### config.mk
export PLATFORM = sky130hd
export DESIGN_NAME = scrolling_comment_lane_allocator_core
export DESIGN_NICKNAME = d
export VERILOG_FILES = /design/src/rtl/sclane_pkg.sv /design/src/rtl/scrolling_comment_lane_allocator_core.sv /design/src/rtl/sclane_ram.sv /design/src/rtl/sclane_div.sv /design/src/rtl/sclane_dpath.sv /design/src/rtl/sclane_ctrl.sv
export SDC_FILE = /design/constraint.sdc
export NUM_CORES = 2
export LEC_CHECK = 0
export BUFFER_PORTS_ARGS = -buffer_cell sky130_fd_sc_hd__buf_4
export CAP_MARGIN = 20
export CORE_MARGIN = 3
export CORE_UTILIZATION = 49
export CTS_CLUSTER_DIAMETER = 120
export DETAILED_ROUTE_END_ITERATION = 12
export SYNTH_ARGS = -nofsm -noshare
export SYNTH_HDL_FRONTEND = slang
export SYNTH_HIERARCHICAL = 1
export SYNTH_SLANG_ARGS = --single-unit
### constraint.sdc
create_clock -name clk -period 29.1 [get_ports clk]
set_clock_uncertainty 0.1 [all_clocks]
set_input_delay 4.365 -clock clk [delete_from_list [all_inputs] [get_ports clk]]
set_output_delay 4.365 -clock clk [all_outputs]
set_load 0.01 [all_outputs]
### src/rtl/sclane_pkg.sv
// sclane_pkg: shared types and constants of the comment lane allocator.
// Used by every module of the block except sclane_ram; depends on nothing.
`default_nettype none

package sclane_pkg;

  // Field widths of the input and result words
  localparam int unsigned TIME_W     = 31;
  localparam int unsigned TEXT_W     = 16;
  localparam int unsigned PLACE_W    = 2;
  localparam int unsigned LANE_IDX_W = 5;

  // Configuration port
  localparam int unsigned CFG_IDX_W  = 2;
  localparam int unsigned CFG_DATA_W = 16;
  localparam int unsigned WWIDTH_W   = 16;
  localparam int unsigned LCOUNT_W   = 6;
  localparam int unsigned SPAN_W     = 16;

  localparam logic [CFG_IDX_W-1:0] CFG_WINDOW_WIDTH = 2'd0;
  localparam logic [CFG_IDX_W-1:0] CFG_LANE_COUNT   = 2'd1;
  localparam logic [CFG_IDX_W-1:0] CFG_LANE_SPAN    = 2'd2;

  localparam logic [WWIDTH_W-1:0] WWIDTH_RST = 16'd1280;
  localparam logic [LCOUNT_W-1:0] LCOUNT_RST = 6'd12;
  localparam logic [SPAN_W-1:0]   SPAN_RST   = 16'd400;

  // Placement codes (top and the unused code scroll like placement 0)
  localparam logic [PLACE_W-1:0] PLACE_SCROLL = 2'd0;
  localparam logic [PLACE_W-1:0] PLACE_BOTTOM = 2'd1;

  // Lane default and entry margin in 10 ms units
  localparam int unsigned MAX_LANES_DEF = 32;
  localparam logic [31:0] ENTRY_MARGIN  = 32'd10;

  // Shared divider: 32-bit dividend, 17-bit divisor, 16-bit quotient
  localparam int unsigned DIV_NUM_W = 32;
  localparam int unsigned DIV_DEN_W = 17;
  localparam int unsigned DIV_Q_W   = 16;
  localparam int unsigned DIV_STEP  = 4;

  typedef struct packed {
    logic [TIME_W-1:0]  arrival_time;
    logic [TEXT_W-1:0]  text_width;
    logic [PLACE_W-1:0] placement;
  } in_word_t;

  typedef struct packed {
    logic [LANE_IDX_W-1:0] lane_index;
    logic                  half_offset;
  } out_word_t;

  // Controller to datapath commands
  typedef struct packed {
    logic load_item;
    logic mul_item;
    logic lane_load;
    logic div_start;
    logic cap_catch;
    logic lane_inc;
    logic fin_hit;
    logic fin_zero;
    logic fin_best;
    logic wr;
    logic out_load;
  } cmd_t;

  // Datapath to controller status
  typedef struct packed {
    logic bottom;
    logic div_done;
    logic bot_hit;
    logic scr_hit;
    logic last_lane;
    logic out_free;
  } sts_t;

endpackage

`default_nettype wire

### src/rtl/scrolling_comment_lane_allocator_core.sv
// Comment lane allocator, top level: joins controller and datapath.
// Depends on sclane_pkg, sclane_ctrl, sclane_dpath (sclane_ram, sclane_div).
//
// Usage:
//   in_*  : one comment word (time, text width, placement) per handshake.
//   out_* : one result word (lane index, half-lane flag) per comment, in order.
//   cfg_* : register writes (window width, lane count, lane span); always
//           ready, to be written only while no comment is in flight.
// One comment is processed at a time. Up to the active lane count of lanes
// are examined, and the result is loaded into the output register after the
// scan. Each lane test goes through a lane store read, and each scrolling
// lane test also through the shared divider (four quotient bits a cycle),
// which a scrolling comment first uses for its own catch-up share. in_ready
// rises again the cycle after the result is loaded. A held result stalls only
// the final hand-off: the next comment is accepted while it waits.
// Reset (rst_n, synchronous) restores register defaults and marks all lane
// entries empty through valid bits, so no clearing pass is needed.
`default_nettype none

module scrolling_comment_lane_allocator_core #(
  parameter int unsigned MAX_LANES = sclane_pkg::MAX_LANES_DEF
) (
  input  wire logic                                  clk,
  input  wire logic                                  rst_n,
  input  wire logic                                  in_valid,
  output logic                                       in_ready,
  input  wire sclane_pkg::in_word_t                  in_data,
  output logic                                       out_valid,
  input  wire logic                                  out_ready,
  output sclane_pkg::out_word_t                      out_data,
  input  wire logic                                  cfg_valid,
  output logic                                       cfg_ready,
  input  wire logic [sclane_pkg::CFG_IDX_W-1:0]      cfg_index,
  input  wire logic [sclane_pkg::CFG_DATA_W-1:0]     cfg_data
);

  sclane_pkg::cmd_t cmd;
  sclane_pkg::sts_t sts;

  assign cfg_ready = 1'b1;

  sclane_ctrl u_ctrl (
    .clk      (clk),
    .rst_n    (rst_n),
    .in_valid (in_valid),
    .in_ready (in_ready),
    .sts      (sts),
    .cmd      (cmd)
  );

  sclane_dpath #(.MAX_LANES(MAX_LANES)) u_dpath (
    .clk       (clk),
    .rst_n     (rst_n),
    .in_data   (in_data),
    .cfg_valid (cfg_valid),
    .cfg_index (cfg_index),
    .cfg_data  (cfg_data),
    .cmd       (cmd),
    .sts       (sts),
    .out_valid (out_valid),
    .out_ready (out_ready),
    .out_data  (out_data)
  );

endmodule

`default_nettype wire

### src/rtl/sclane_ram.sv
// sclane_ram: generic single write port, single read port RAM with
// registered read data. No dependencies.
`default_nettype none

module sclane_ram #(
  parameter int unsigned WIDTH = 8,
  parameter int unsigned DEPTH = 32,
  localparam int unsigned AW = (DEPTH > 1) ? $clog2(DEPTH) : 1
) (
  input  wire logic                 clk,
  input  wire logic                 we,
  input  wire logic [AW-1:0]        waddr,
  input  wire logic [WIDTH-1:0]     wdata,
  input  wire logic [AW-1:0]        raddr,
  output logic      [WIDTH-1:0]     rdata
);

  logic [WIDTH-1:0] mem [DEPTH];
  logic [WIDTH-1:0] rdata_r;

  always_ff @(posedge clk) begin
    if (we) begin
      mem[waddr] <= wdata;
    end
    rdata_r <= mem[raddr];
  end

  assign rdata = rdata_r;

endmodule

`default_nettype wire

### src/rtl/sclane_div.sv
// sclane_div: iterative restoring divider, four quotient bits a cycle.
// Depends on sclane_pkg for its widths. Zero divisor gives quotient 0.
`default_nettype none

module sclane_div (
  input  wire logic                                 clk,
  input  wire logic                                 rst_n,
  input  wire logic                                 start,
  input  wire logic [sclane_pkg::DIV_NUM_W-1:0]     num,
  input  wire logic [sclane_pkg::DIV_DEN_W-1:0]     den,
  output logic                                      done,
  output logic      [sclane_pkg::DIV_Q_W-1:0]       quot
);

  localparam int unsigned NW    = sclane_pkg::DIV_NUM_W;
  localparam int unsigned DW    = sclane_pkg::DIV_DEN_W;
  localparam int unsigned QW    = sclane_pkg::DIV_Q_W;
  localparam int unsigned STEP  = sclane_pkg::DIV_STEP;
  localparam int unsigned ITERS = QW / STEP;
  localparam int unsigned CW    = (ITERS > 1) ? $clog2(ITERS) : 1;

  logic [DW-1:0] rem_r, rem_nxt;
  logic [QW-1:0] lo_r, lo_nxt;
  logic [QW-1:0] q_r, q_nxt;
  logic [DW-1:0] den_r;
  logic          zero_r;
  logic          busy_r;
  logic          done_r;
  logic [CW-1:0] cnt_r;

  // STEP dependent compare-subtract steps; remainder stays below divisor
  always_comb begin
    logic [DW:0] trial;
    logic        qbit;
    rem_nxt = rem_r;
    lo_nxt  = lo_r;
    q_nxt   = q_r;
    for (int i = 0; i < STEP; i++) begin
      trial  = {rem_nxt, lo_nxt[QW-1]};
      lo_nxt = {lo_nxt[QW-2:0], 1'b0};
      qbit   = 1'b0;
      if (trial >= {1'b0, den_r}) begin
        trial = trial - {1'b0, den_r};
        qbit  = 1'b1;
      end
      rem_nxt = trial[DW-1:0];
      q_nxt   = {q_nxt[QW-2:0], qbit};
    end
  end

  // Sequencing
  always_ff @(posedge clk) begin
    if (!rst_n) begin
      busy_r <= 1'b0;
      done_r <= 1'b0;
      cnt_r  <= '0;
    end else begin
      done_r <= 1'b0;
      if (start) begin
        busy_r <= 1'b1;
        cnt_r  <= '0;
      end else if (busy_r) begin
        cnt_r <= cnt_r + 1'b1;
        if (cnt_r == CW'(ITERS - 1)) begin
          busy_r <= 1'b0;
          done_r <= 1'b1;
        end
      end
    end
  end

  // Operands and partial results
  always_ff @(posedge clk) begin
    if (start) begin
      rem_r  <= DW'(num[NW-1:QW]);
      lo_r   <= num[QW-1:0];
      den_r  <= den;
      zero_r <= (den == '0);
      q_r    <= '0;
    end else if (busy_r) begin
      rem_r <= rem_nxt;
      lo_r  <= lo_nxt;
      q_r   <= q_nxt;
    end
  end

  assign done = done_r;
  assign quot = zero_r ? '0 : q_r;

`ifndef SYNTH
  a_start_idle: assert property (@(posedge clk) disable iff (!rst_n)
    start |-> !busy_r)
    else $error("divider started while busy");

  a_done_after_busy: assert property (@(posedge clk) disable iff (!rst_n)
    done_r |-> $past(busy_r) && !busy_r)
    else $error("divider done without a finished run");
`endif

endmodule

`default_nettype wire

### src/rtl/sclane_dpath.sv
// sclane_dpath: configuration registers, lane stores, scan datapath,
// shared divider and result register. Depends on sclane_pkg, sclane_ram
// and sclane_div; driven by sclane_ctrl through cmd_t / sts_t.
`default_nettype none

module sclane_dpath #(
  parameter int unsigned MAX_LANES = sclane_pkg::MAX_LANES_DEF
) (
  input  wire logic                                  clk,
  input  wire logic                                  rst_n,
  input  wire sclane_pkg::in_word_t                  in_data,
  input  wire logic                                  cfg_valid,
  input  wire logic [sclane_pkg::CFG_IDX_W-1:0]      cfg_index,
  input  wire logic [sclane_pkg::CFG_DATA_W-1:0]     cfg_data,
  input  wire sclane_pkg::cmd_t                      cmd,
  output sclane_pkg::sts_t                           sts,
  output logic                                       out_valid,
  input  wire logic                                  out_ready,
  output sclane_pkg::out_word_t                      out_data
);

  localparam int unsigned LW  = (MAX_LANES > 1) ? $clog2(MAX_LANES) : 1;
  localparam int unsigned TW  = sclane_pkg::TIME_W;
  localparam int unsigned XW  = sclane_pkg::TEXT_W;
  localparam int unsigned SW  = sclane_pkg::SPAN_W;
  localparam int unsigned CNW = sclane_pkg::LCOUNT_W;
  localparam int unsigned QW  = sclane_pkg::DIV_Q_W;
  localparam int unsigned NW  = sclane_pkg::DIV_NUM_W;
  localparam int unsigned DW  = sclane_pkg::DIV_DEN_W;

  // Configuration
  logic [sclane_pkg::WWIDTH_W-1:0] ww_r;
  logic [CNW-1:0]                  lc_r;
  logic [SW-1:0]                   span_r;

  // Item and scan state
  logic [TW-1:0]     t_r;
  logic [XW-1:0]     w_r;
  logic              bot_r;
  logic [LW-1:0]     nlast_r, nlast_nxt;
  logic [LW-1:0]     j_r;
  logic [LW-1:0]     best_r;
  logic [TW-1:0]     best_t_r;
  logic [TW:0]       catch_r;
  logic [NW-1:0]     num_r;
  logic [DW-1:0]     den_r;
  logic [TW-1:0]     pt_r;
  logic [LW-1:0]     res_lane_r;
  logic              res_half_r;
  logic [MAX_LANES-1:0] sv_r;
  logic [MAX_LANES-1:0] bv_r;
  logic              vld_r;
  logic              out_vld_r;
  sclane_pkg::out_word_t out_data_r;

  logic [TW+XW-1:0]  s_rdata;
  logic [TW-1:0]     b_rdata;
  logic [TW-1:0]     s_time, b_time;
  logic [XW-1:0]     s_width;
  logic [CNW-1:0]    lc_m1;
  logic              div_done;
  logic [QW-1:0]     quot;
  logic [TW:0]       bot_lhs, scr_lhs1, scr_lhs2;
  logic              scr_skip;

  // Configuration writes
  always_ff @(posedge clk) begin
    if (!rst_n) begin
      ww_r   <= sclane_pkg::WWIDTH_RST;
      lc_r   <= sclane_pkg::LCOUNT_RST;
      span_r <= sclane_pkg::SPAN_RST;
    end else if (cfg_valid) begin
      unique case (cfg_index)
        sclane_pkg::CFG_WINDOW_WIDTH: ww_r   <= cfg_data;
        sclane_pkg::CFG_LANE_COUNT:   lc_r   <= cfg_data[CNW-1:0];
        sclane_pkg::CFG_LANE_SPAN:    span_r <= cfg_data;
        default: ;
      endcase
    end
  end

  // Last active lane: zero count acts as one lane, large counts saturate
  assign lc_m1 = lc_r - 1'b1;

  always_comb begin
    if (lc_r == '0) begin
      nlast_nxt = '0;
    end else if (32'(lc_r) > MAX_LANES) begin
      nlast_nxt = LW'(MAX_LANES - 1);
    end else begin
      nlast_nxt = LW'(lc_m1);
    end
  end

  // Lane stores; entries never written read as zero via valid bits
  sclane_ram #(.WIDTH(TW + XW), .DEPTH(MAX_LANES)) u_scroll_ram (
    .clk   (clk),
    .we    (cmd.wr && !bot_r),
    .waddr (res_lane_r),
    .wdata ({t_r, w_r}),
    .raddr (j_r),
    .rdata (s_rdata)
  );

  sclane_ram #(.WIDTH(TW), .DEPTH(MAX_LANES)) u_bottom_ram (
    .clk   (clk),
    .we    (cmd.wr && bot_r),
    .waddr (res_lane_r),
    .wdata (t_r),
    .raddr (j_r),
    .rdata (b_rdata)
  );

  assign s_time  = vld_r ? s_rdata[TW+XW-1:XW] : '0;
  assign s_width = vld_r ? s_rdata[XW-1:0]     : '0;
  assign b_time  = vld_r ? b_rdata             : '0;

  // Valid bits
  always_ff @(posedge clk) begin
    if (!rst_n) begin
      sv_r <= '0;
      bv_r <= '0;
    end else if (cmd.wr) begin
      if (bot_r) begin
        bv_r[res_lane_r] <= 1'b1;
      end else begin
        sv_r[res_lane_r] <= 1'b1;
      end
    end
  end

  // Valid flag travels with the registered read data
  always_ff @(posedge clk) begin
    vld_r <= bot_r ? bv_r[j_r] : sv_r[j_r];
  end

  // Shared divider for both scroll shares
  sclane_div u_div (
    .clk   (clk),
    .rst_n (rst_n),
    .start (cmd.div_start),
    .num   (num_r),
    .den   (den_r),
    .done  (div_done),
    .quot  (quot)
  );

  // Item capture, operand products, lane scan
  always_ff @(posedge clk) begin
    if (cmd.load_item) begin
      t_r     <= in_data.arrival_time;
      w_r     <= in_data.text_width;
      bot_r   <= (in_data.placement == sclane_pkg::PLACE_BOTTOM);
      nlast_r <= nlast_nxt;
    end
    if (cmd.mul_item) begin
      num_r <= {16'b0, span_r} * {16'b0, ww_r};
      den_r <= {1'b0, ww_r} + {1'b0, w_r};
    end
    if (cmd.lane_load) begin
      num_r <= {16'b0, span_r} * {16'b0, s_width};
      den_r <= {1'b0, ww_r} + {1'b0, s_width};
      pt_r  <= s_time;
      // oldest occupant, lowest index on ties
      if (j_r == '0 || s_time < best_t_r) begin
        best_r   <= j_r;
        best_t_r <= s_time;
      end
    end
    if (cmd.cap_catch) begin
      catch_r <= {1'b0, t_r} + (TW+1)'(quot);
    end
    if (cmd.load_item) begin
      j_r <= '0;
    end else if (cmd.lane_inc) begin
      j_r <= j_r + 1'b1;
    end
    if (cmd.fin_hit) begin
      res_lane_r <= j_r;
      res_half_r <= 1'b0;
    end else if (cmd.fin_zero) begin
      res_lane_r <= '0;
      res_half_r <= 1'b0;
    end else if (cmd.fin_best) begin
      res_lane_r <= best_r;
      res_half_r <= 1'b1;
    end
  end

  // Lane tests
  assign bot_lhs  = {1'b0, b_time} + (TW+1)'(span_r);
  assign scr_lhs1 = {1'b0, pt_r} + (TW+1)'(sclane_pkg::ENTRY_MARGIN) + (TW+1)'(quot);
  assign scr_lhs2 = {1'b0, pt_r} + (TW+1)'(sclane_pkg::ENTRY_MARGIN) + (TW+1)'(span_r);
  assign scr_skip = scr_lhs1 > {1'b0, t_r};

  // Result register
  always_ff @(posedge clk) begin
    if (!rst_n) begin
      out_vld_r <= 1'b0;
    end else if (cmd.out_load) begin
      out_vld_r <= 1'b1;
    end else if (out_ready) begin
      out_vld_r <= 1'b0;
    end
  end

  always_ff @(posedge clk) begin
    if (cmd.out_load) begin
      out_data_r.lane_index  <= sclane_pkg::LANE_IDX_W'(res_lane_r);
      out_data_r.half_offset <= res_half_r;
    end
  end

  assign out_valid = out_vld_r;
  assign out_data  = out_data_r;

  // Status
  always_comb begin
    sts.bottom    = bot_r;
    sts.div_done  = div_done;
    sts.bot_hit   = bot_lhs < {1'b0, t_r};
    sts.scr_hit   = !scr_skip && (scr_lhs2 < catch_r);
    sts.last_lane = (j_r == nlast_r);
    sts.out_free  = !out_vld_r || out_ready;
  end

`ifndef SYNTH
  a_lane_in_range: assert property (@(posedge clk) disable iff (!rst_n)
    cmd.wr |-> res_lane_r <= nlast_r)
    else $error("chosen lane beyond active lanes");

  a_bottom_no_half: assert property (@(posedge clk) disable iff (!rst_n)
    cmd.out_load && bot_r |-> !res_half_r)
    else $error("half offset on a bottom comment");
`endif

endmodule

`default_nettype wire

### src/rtl/sclane_ctrl.sv
// sclane_ctrl: state machine sequencing one comment through dispatch,
// lane scan, store update and result hand-off. Depends on sclane_pkg.
`default_nettype none

module sclane_ctrl (
  input  wire logic               clk,
  input  wire logic               rst_n,
  input  wire logic               in_valid,
  output logic                    in_ready,
  input  wire sclane_pkg::sts_t   sts,
  output sclane_pkg::cmd_t        cmd
);

  localparam logic [3:0] ST_IDLE  = 4'd0;
  localparam logic [3:0] ST_DISP  = 4'd1;
  localparam logic [3:0] ST_IDIV  = 4'd2;
  localparam logic [3:0] ST_IWAIT = 4'd3;
  localparam logic [3:0] ST_SRD   = 4'd4;
  localparam logic [3:0] ST_SLD   = 4'd5;
  localparam logic [3:0] ST_SDIV  = 4'd6;
  localparam logic [3:0] ST_SWAIT = 4'd7;
  localparam logic [3:0] ST_BRD   = 4'd8;
  localparam logic [3:0] ST_BCHK  = 4'd9;
  localparam logic [3:0] ST_WR    = 4'd10;
  localparam logic [3:0] ST_OUT   = 4'd11;

  logic [3:0] state_r, state_nxt;

  assign in_ready = (state_r == ST_IDLE);

  // Next state and commands
  always_comb begin
    state_nxt = state_r;
    cmd       = '0;
    unique case (state_r)
      ST_IDLE: begin
        if (in_valid) begin
          cmd.load_item = 1'b1;
          state_nxt     = ST_DISP;
        end
      end
      ST_DISP: begin
        if (sts.bottom) begin
          state_nxt = ST_BRD;
        end else begin
          cmd.mul_item = 1'b1;
          state_nxt    = ST_IDIV;
        end
      end
      ST_IDIV: begin
        cmd.div_start = 1'b1;
        state_nxt     = ST_IWAIT;
      end
      ST_IWAIT: begin
        if (sts.div_done) begin
          cmd.cap_catch = 1'b1;
          state_nxt     = ST_SRD;
        end
      end
      ST_SRD: begin
        state_nxt = ST_SLD;
      end
      ST_SLD: begin
        cmd.lane_load = 1'b1;
        state_nxt     = ST_SDIV;
      end
      ST_SDIV: begin
        cmd.div_start = 1'b1;
        state_nxt     = ST_SWAIT;
      end
      ST_SWAIT: begin
        if (sts.div_done) begin
          if (sts.scr_hit) begin
            cmd.fin_hit = 1'b1;
            state_nxt   = ST_WR;
          end else if (sts.last_lane) begin
            cmd.fin_best = 1'b1;
            state_nxt    = ST_WR;
          end else begin
            cmd.lane_inc = 1'b1;
            state_nxt    = ST_SRD;
          end
        end
      end
      ST_BRD: begin
        state_nxt = ST_BCHK;
      end
      ST_BCHK: begin
        if (sts.bot_hit) begin
          cmd.fin_hit = 1'b1;
          state_nxt   = ST_WR;
        end else if (sts.last_lane) begin
          cmd.fin_zero = 1'b1;
          state_nxt    = ST_WR;
        end else begin
          cmd.lane_inc = 1'b1;
          state_nxt    = ST_BRD;
        end
      end
      ST_WR: begin
        cmd.wr    = 1'b1;
        state_nxt = ST_OUT;
      end
      ST_OUT: begin
        if (sts.out_free) begin
          cmd.out_load = 1'b1;
          state_nxt    = ST_IDLE;
        end
      end
      default: begin
        state_nxt = ST_IDLE;
      end
    endcase
  end

  always_ff @(posedge clk) begin
    if (!rst_n) begin
      state_r <= ST_IDLE;
    end else begin
      state_r <= state_nxt;
    end
  end

`ifndef SYNTH
  a_one_in_flight: assert property (@(posedge clk) disable iff (!rst_n)
    in_valid && in_ready |=> !in_ready)
    else $error("second word taken while one is in flight");
`endif

endmodule

`default_nettype wire

==> flow_summary.toml <==
[placement]
port_buffers = 79
hpwl_um = 241000
gp_congestion = 0.888

[logic_synthesis]
netlist_top_cells_count = "edfxtp_1, mux2i_1, nand2_1"
yosys-top-cells-area = "edfxtp_1, mux2i_1, fa_1, ha_1, dfxtp_1"
synth_compound_area_share_pct = 6.84
synthArstFlopShare_pct = 0
synth-seq-cells = 2971
synth_top_family_by_area = "adder cells"
syn_area_um2 = 142000
synthAdderAreaFrac_pct = 9.83
synth_xor_xnor_area_share_pct = 1.58
synth_mux_area_share_pct = 9.71
yosysSeqAreaShare_pct = 61.1
synth.most_common_cell = "edfxtp_1"
yosysWarnings = 6
synth-edff-count = 2758
synth_area_per_cell_um2 = 14.0
synthFlopType = "edfxtp_1"
yosysTopAreaCellShare_pct = 58.1
yosys.area.top_type = "edfxtp_1"
synth_nets = 11200
synthCells = 10200
ys_types = 106
synthSimpleGateAreaFrac_pct = 7.40

[power_and_ir_drop]
cellPowerDensity_nw_per_um2 = 88.1
ir_worst_vdd_uv = 690
total_power_mw = 14.0
cellLeakagePower_nw = 54.9

[drt]
post-route-drc-count = 0
num_vias = 85500
detail_route.iter0.violations = 8336
wire_per_inst_um = 27.4
via_per_inst = 5.90
postRouteAntennaNets = 0
first_pass_iters = 6
drt-total-wl_um = 397000

[cells_and_area]
nFillCells = 23200
nets = 11300
layout-drive-gt1-share_pct = 9.35
regArea_um2 = 87100
multiInputGateArea_um2 = 51000
area_growth_pct = 11.1

[cts]
htreeDepth = 5
clk_pin_slew_ns = 0.06
clk_latency_ns = 0.90
numClockSinks = 2971
post-cts-setup-buffer-count = 0
holdBufCountCts = 0
cts_tree = "done"
root_buffer = "clkbuf_16"
numCtsBuffers = 319
cts_resized = 0
cts_buffer_depth = 4

[global_route]
use_met1_pct = 37.1
grt_pass1_wl_um = 579000
top_usage_layer = "met2"
grt_pass1_vias = 85500
grt_use_met3_pct = 4.26
grt_overflow = 0
antenna_found_initial = 29
grt_usage_pct = 26.2
grt_use_met2_pct = 42.3
grt_max_degree = 126

[timing]
slew_violations = 0
tns_ns = 0
slew_headroom_pct = 26.0
period_share_pct = 42.2
clock.fmax_mhz = 81.5
rsz0062_at_grt = "false"
hold_violations = 0
worst_slew_pin_slew_ns = 1.11
fin_crit_ns = 12.27
setup_viol = 0

[critical_path]
crit_start = "u_dpath/u_div/den_r[1]$_DFFE_PP_"
cp.arrival_ns = 12.81
crit_required_ns = 29.64
cp_slowest_cell = "o31ai_2"
path_max_fanout = 27
start_kind = "flop"
r2r_start = "u_dpath/u_div/den_r[1]$_DFFE_PP_"
crit_type = "flop to flop"
critPathMaxStageDelay_ns = 0.87
cp-end-kind = "flop"

[hold_path]
hp-class = "flop to flop"
worstHoldStart = "u_dpath/den_r[5]$_DFFE_PP_"

[die]
dieArea_um2 = 297000
ioPinCount = 81
fp.dieW_um = 545
start_util_pct = 49.4
rows = 197
die_h_um = 545
core_region_area_um2 = 289000

[status]
run_status = "completed"

[job]
maxCapViolations = 0
report_power, final:
part           internal, mW  total, mW  switching [mW]
combinational          1.94       4.78            2.84
clock                  2.39       4.06            1.67
sequential             5.05       5.11          0.0670
routing by layer:
| layer | up-vias | share of wire (%) |
|---|---|---|
| met3 | 545 | 7.6 |
| met5 | - | 0.0053 |
| met4 | 4 | 2.7 |
| li1 | 38000 | - |
| met2 | 3044 | 47 |
| met1 | 43900 | 43 |
cell families after synthesis:
family          count (synthesis)
buf+inv                      1129
mux                          1350
compound gates               1473
xor+xnor                      257
fa+ha+maj                     882
simple gates                 2149
flops                        2971
other cells                     1
flip-flops by register name (all words and copies together), names as in the netlist, 31 cells and up:
| name | cells |
|---|---|
| u_dpath/bv_r | 32 |
| u_dpath/u_scroll_ram/rdata | 47 |
| u_dpath/num_r | 32 |
| u_dpath/u_bottom_ram/mem | 992 |
| u_dpath/sv_r | 32 |
| u_dpath/t_r | 31 |
| u_dpath/catch_r | 32 |
| u_dpath/u_bottom_ram/rdata | 31 |
| u_dpath/best_t_r | 31 |
| u_dpath/u_scroll_ram/mem | 1504 |
| u_dpath/pt_r | 31 |
final timing paths:
kind	end	cells after the start	slack [ns]
max	u_dpath/u_div/rem_r[8]$_DFFE_PP_	39	16.83
min	u_dpath/u_div/den_r[5]$_DFFE_PP_	0	0.36
max reg2reg	u_dpath/u_div/rem_r[8]$_DFFE_PP_	39	16.83
min reg2reg	u_dpath/u_div/den_r[5]$_DFFE_PP_	0	0.36
cell type report:
cell class / count / share of cell area [%]
Multi-Input combinational cell: 6112 / 32.2
Clock buffer: 403 / 5.43
Antenna cell: 15 / 0.0237
Sequential cell: 2971 / 55.0
Inverter: 634 / 1.50
Timing Repair Buffer: 314 / 1.59
Clock inverter: 173 / 1.18
Tap cell: 3880 / 3.07
critical path, delay by kind of cell (launching register included):
| family | cells | cell delay (ns) |
|---|---|---|
| buf+inv | 5 | 1.28 |
| flops | 1 | 0.46 |
| mux | 2 | 0.62 |
| compound gates | 23 | 6.83 |
| fa+ha+maj | 4 | 1.64 |
| simple gates | 5 | 1.04 |
cell usage in the layout (no fill, tap or decap), types with 62 or more instances in the layout:
cell          n
clkbuf_1     62
and2_1      204
a22o_1      160
dfxtp_1     202
nand2_1     732
o21ai_0     153
nor2b_1     124
a21oi_1     472
nor3_1      134
nor2_1      208
mux2i_1    1285
a22oi_1     234
inv_1       634
ha_1        483
and3_1      142
nor2_4       67
edfxtp_1   2758
fa_1        397
nand3_1     318
a31oi_1      97
xnor2_1     171
clkbuf_16   326
xor2_1       86
a21o_1       88
buf_4       299
metrics by stage:
stage	instance area, µm²	utilization (%)	hold slack [ns]	setup WS [ns]	instances
after floorplan	142000	-	0.309	19.03	10200
after CTS	158000	54.8	0.365	16.79	14500
after global routing	158000	54.8	0.379	15.91	14500
after detailed placement	148000	51.2	0.353	16.82	13900
final	158000	54.9	0.361	16.83	14500
after global placement	148000	51.2	0.341	16.74	13900
Note: power is estimated with default switching activity, not from simulation.
